--- config.mk ---
export PLATFORM = sky130hd
export DESIGN_NAME = swms_cell
export DESIGN_NICKNAME = d
export VERILOG_FILES = /design/src/rtl/swms_pkg.sv /design/src/rtl/swms_cell.sv
export SDC_FILE = /design/constraint.sdc
export NUM_CORES = 1
export LEC_CHECK = 0
export ABC_AREA = 1
export BUFFER_PORTS_ARGS = -buffer_cell sky130_fd_sc_hd__buf_2
export CAP_MARGIN = 20
export CORE_MARGIN = 3
export CORE_UTILIZATION = 43
export CTS_BUF_LIST = sky130_fd_sc_hd__clkbuf_16
export DETAILED_ROUTE_END_ITERATION = 8
export GPL_ROUTABILITY_DRIVEN = 0
export GPL_TIMING_DRIVEN = 0
export PLACE_DENSITY = 0.7
export SYNTH_ARGS = -nofsm -noshare
export SYNTH_HDL_FRONTEND = slang
export SYNTH_SLANG_ARGS = --single-unit
--- constraint.sdc ---
create_clock -name aclk -period 2.75 [get_ports aclk]
set_input_delay 0.6875 -clock aclk [delete_from_list [all_inputs] [get_ports aclk]]
set_output_delay 0.6875 -clock aclk [all_outputs]
set_load 0.01 [all_outputs]
--- src/rtl/swms_pkg.sv ---
// ----------------------------------------------------------------------------
// swms_pkg
// Shared widths and types for the sliding window max spread block.
// ----------------------------------------------------------------------------
package swms_pkg;

    // sample and spread width
    localparam int SAMPLE_W = 31;
    // window length register width
    localparam int CFG_W    = 7;
    // stream data width, sample padded to whole bytes
    localparam int TDATA_W  = 32;
    // window length after reset
    localparam logic [CFG_W-1:0] CFG_RESET = 7'd1;

    typedef logic [SAMPLE_W-1:0] sample_t;

    // running extremes held by one cell of the chain
    typedef struct packed {
        sample_t hi;
        sample_t lo;
    } extreme_t;

endpackage

--- src/rtl/swms_cell.sv ---
// ----------------------------------------------------------------------------
// swms_cell
// One cell of the extremes chain: max and min of the newest k+1 samples.
// ----------------------------------------------------------------------------
module swms_cell (
    input  logic               aclk,
    input  logic               shift_en,
    input  swms_pkg::sample_t  sample,
    input  swms_pkg::extreme_t prev_cell,
    output swms_pkg::extreme_t extremes
);
    import swms_pkg::*;

    extreme_t cell_reg;
    extreme_t cell_next;

    // fold the new sample into the neighbor's registered extremes
    always_comb begin
        cell_next.hi = (sample > prev_cell.hi) ? sample : prev_cell.hi;
        cell_next.lo = (sample < prev_cell.lo) ? sample : prev_cell.lo;
    end

    // payload register, no reset needed
    always_ff @(posedge aclk) begin
        if (shift_en) begin
            cell_reg <= cell_next;
        end
    end

    assign extremes = cell_reg;

endmodule

Word level (Yosys, flattened, before mapping) --
Index checks and enable logic that the tools add are counted.
Operators by class: order comparisons 2, mux-type cells 2
Operators with widths (count):
- 31-bit two-way mux | 2
- 31-bit greater-than comparator | 1
- 31-bit < comparator | 1
Word-level totals: register bits after elaboration 62, input bits 95, output and inout bits 62, logic and storage cells 6

Logic depth before layout (Yosys ltp) --
depth after elaboration 2, depth in mapped cells 15, gate-level depth less buffers 14

Least setup slack after synthesis --
No wires, ideal clock.
path kind input port to flip-flop, start in prev_cell[45] (netlist bit), end reg cell_reg (netlist bit extremes[39]) (data pin), library setup time 252 ps, arrival 1899 ps, required time 2498 ps, setup slack 599 ps, stages 14, path buffers 1, path through inv_1 ha_1 nand2_2 nor2_4 nand2_1 nor2_1 nor2_1 nand2_1 nand2_2 nand2_4 nand2_4 buf_12 nand2_1 nand2_1
RTL lines:
- start, declared | RTL line swms_cell.sv:9 | input swms_pkg::extreme_t prev_cell,
- end signal, assigned | RTL line swms_cell.sv:26 | cell_reg <= cell_next;
- end, declared | RTL line swms_cell.sv:14 | extreme_t cell_reg;

==> load_flow_metrics.sql <==
INSERT INTO impl_metrics (metric_group, metric, value, unit) VALUES
('timing', 'timing.final.crit_share', '0.8177', ''),
('detailed_routing', 'route.detailed.wl_per_inst', '14.33', 'um'),
('clock_tree', 'cts-resized-gates', '0', ''),
('detailed_routing', 'route.met3.wl', '863', 'um'),
('synthesis', 'netlist.area_leader.share', '0.4133', ''),
('power', 'power_density', '549.8', 'mW/mm^2'),
('timing', 'grt_setup_unrepaired', 'false', ''),
('cells_and_area', 'layout-drive-gt1-share', '0.2913', ''),
('cells_and_area', 'num_antenna_cells', '0', ''),
('detailed_routing', 'iteration_count_of_the_initial_detailed_routing_pass', '4', ''),
('grt', 'grt_max_degree', '35', ''),
('setup_path', 'worstSetupEndpointType', 'flop', ''),
('setup_path', 'critPathRequiredTime', '2830', 'ps'),
('cells_and_area', 'nets', '865', ''),
('synthesis', 'synth.top_cells.by_count', '182 x sky130_fd_sc_hd__nand2_1, 77 x sky130_fd_sc_hd__inv_1, 66 x sky130_fd_sc_hd__nand3_1, 62 x sky130_fd_sc_hd__edfxtp_1, 61 x sky130_fd_sc_hd__ha_1', ''),
('timing', 'final_tns_setup', '0', 'ps'),
('setup_path', 'setup.worst_path.start', 'sample[22]', ''),
('synthesis', 'syn-cell-area', '0.004504', 'sq mm'),
('synthesis', 'synth.ff_latch_count', '62', ''),
('synthesis', 'synth-xor-area-share', '0', ''),
('timing', 'setup_viol', '0', ''),
('floorplan', 'initial_utilization', '0.4505', ''),
('cells_and_area', 'area_delta_synth_final', '28.25', '%'),
('detailed_routing', 'top_layer', 'met4', ''),
('synthesis', 'cell_type_contributing_the_most_total_cell_area_after_synthesis', 'sky130_fd_sc_hd__edfxtp_1', ''),
('clock_tree', 'cts_buffers', '9', ''),
('status', 'status', 'finished, final reports clean', ''),
('grt', 'number_of_antenna_violations_at_the_first_check_in_global_routing', '0', ''),
('grt', 'via_count_of_the_first_global_routing_pass', '4132', ''),
('floorplan', 'io-pin-count', '157', ''),
('clock_tree', 'clock_tree.htree_level_count', '3', ''),
('synthesis', 'ys_seq_area_frac', '0.4133', ''),
('min_path', 'timing.hold.worst.class', 'input pin to flop', ''),
('synthesis', 'synth_simple_gate_area_frac', '0.2814', ''),
('synthesis', 'synth_compound_gate_area_share', '0.04139', ''),
('power', 'p_leak', '0.003181', 'uW'),
('setup_path', 'worst-setup-path-type', 'input pin to flop', ''),
('setup_path', 'critical_path.max_fanout', '10', ''),
('synthesis', 'syn_inst', '541', ''),
('setup_path', 'crit_arrival', '2330', 'ps'),
('detailed_routing', 'met2WireLength', '5996', 'um'),
('detailed_routing', 'drtAntennaViolNets', '0', ''),
('floorplan', 'die_x', '108.4', 'um'),
('cells_and_area', 'finalCoreUtilization', '0.5777', ''),
('synthesis', 'yosysWarningCount', '0', ''),
('synthesis', 'syn_avg_cell_area', '8.326', 'sq um'),
('timing', 'finalCriticalPeriod', '2249', 'ps'),
('detailed_routing', 'drc', '0', ''),
('synthesis', 'yosys.area_share.adder', '0.1694', ''),
('detailed_routing', 'vias', '4127', ''),
('floorplan', 'fp-row-count', '36', ''),
('grt', 'globalRouteOverflowTotal', '0', ''),
('setup_path', 'crit_family', 'simple AND/OR/NAND/NOR gates', ''),
('detailed_routing', 'detail_route.wirelength.met1', '5009', 'um'),
('synthesis', 'synth_enable_flop_cells', '62', ''),
('clock_tree', 'clockRootBuffer', 'sky130_fd_sc_hd__clkbuf_16', ''),
('clock_tree', 'holdBufCountCts', '0', ''),
('placed_design', 'place_ws', '175.6', 'ps'),
('timing', 'finalHoldViolCount', '0', ''),
('timing', 'min_setup_slack_post_route', '501.3', 'ps'),
('detailed_routing', 'drt_iter0_drc', '135', ''),
('clock_tree', 'clock_tree.buffer_depth', '2', ''),
('job', 'max_cap_viol_count', '0', ''),
('clock_tree', 'cts.repair_timing.setup_buffer_count', '0', ''),
('timing', 'max_slew.worst_pin.slew', '715.8', 'ps'),
('synthesis', 'muxShareOfSynthArea', '0', ''),
('min_path', 'worst_hold_startpoint', 'prev_cell[3]', ''),
('setup_path', 'critical_path.max_stage_delay', '290', 'ps'),
('clock_tree', 'tritoncts_clock_tree', 'done', ''),
('clock_tree', 'clk_transition_reported_paths', '60', 'ps'),
('grt', 'grtUsageTotal', '0.2132', '');
## cells by family after synthesis
family	after synthesis
AND/OR/NAND/NOR	288
adder cells (fa/ha/maj)	61
buffers and inverters	96
flip-flops	62
AO/OA/AOI/OAI	34
## per-layer routing
layer | track usage | up-vias
met5 | 0 | -
met4 | 0.1010 | 0
met3 | 0.03940 | 20
met2 | 0.3637 | 154
met1 | 0.2602 | 1835
li1 | - | 2118
## worst min-delay path, cell delays in order
cell                      delay (ps)
sky130_fd_sc_hd__buf_2            90
sky130_fd_sc_hd__nand2_1          50
sky130_fd_sc_hd__nand2_1          40
## power by group
| group | total, uW | internal (uW) | switching (uW) |
|---|---|---|---|
| combinational | 781 | 315 | 466 |
| sequential | 1220 | 1190 | 28.2 |
| clock | 1180 | 778 | 399 |
## layout make-up
class / instances / area, sq um
sequential: 62 / 1862
buffer: 18 / 132.6
multi-input combinational: 383 / 2217
clock buffer: 9 / 225.2
clock inverter: 7 / 80.08
timing repair buffer: 157 / 800.8
tap: 133 / 166.4
inverter: 78 / 292.8
fill: 935 / 4223
## cells in the final DEF, fill, tap and decap left out, drive strengths merged
cell	instances
nand4	4
o21ai	4
nand2	195
nor2	19
ha	61
o21a	2
nor4	1
bufinv	2
and3	1
clkinv	4
nand3	67
nor3	1
edfxtp	62
a21o	3
inv	79
a21oi	25
clkbuf	10
buf	174
## worst paths after layout
check  depth (start not counted)  slack, ps                      to
max                           10        500  extremes[60]$_DFFE_PP_
min                            3        640   extremes[3]$_DFFE_PP_
## stage by stage
step	area [sq um]	cells	total power [uW]	hold slack, ps
2_1_floorplan	4504	541	1681	800.0
3_3_place_gp	5451	830	1987	969.5
3_5_place_dp	5472	831	2019	968.5
4_1_cts	5777	847	3199	628.0
5_1_grt	5777	847	3356	649.5
6_report	5777	847	3176	636.9
Note: power is estimated with default switching activity, not from simulation.
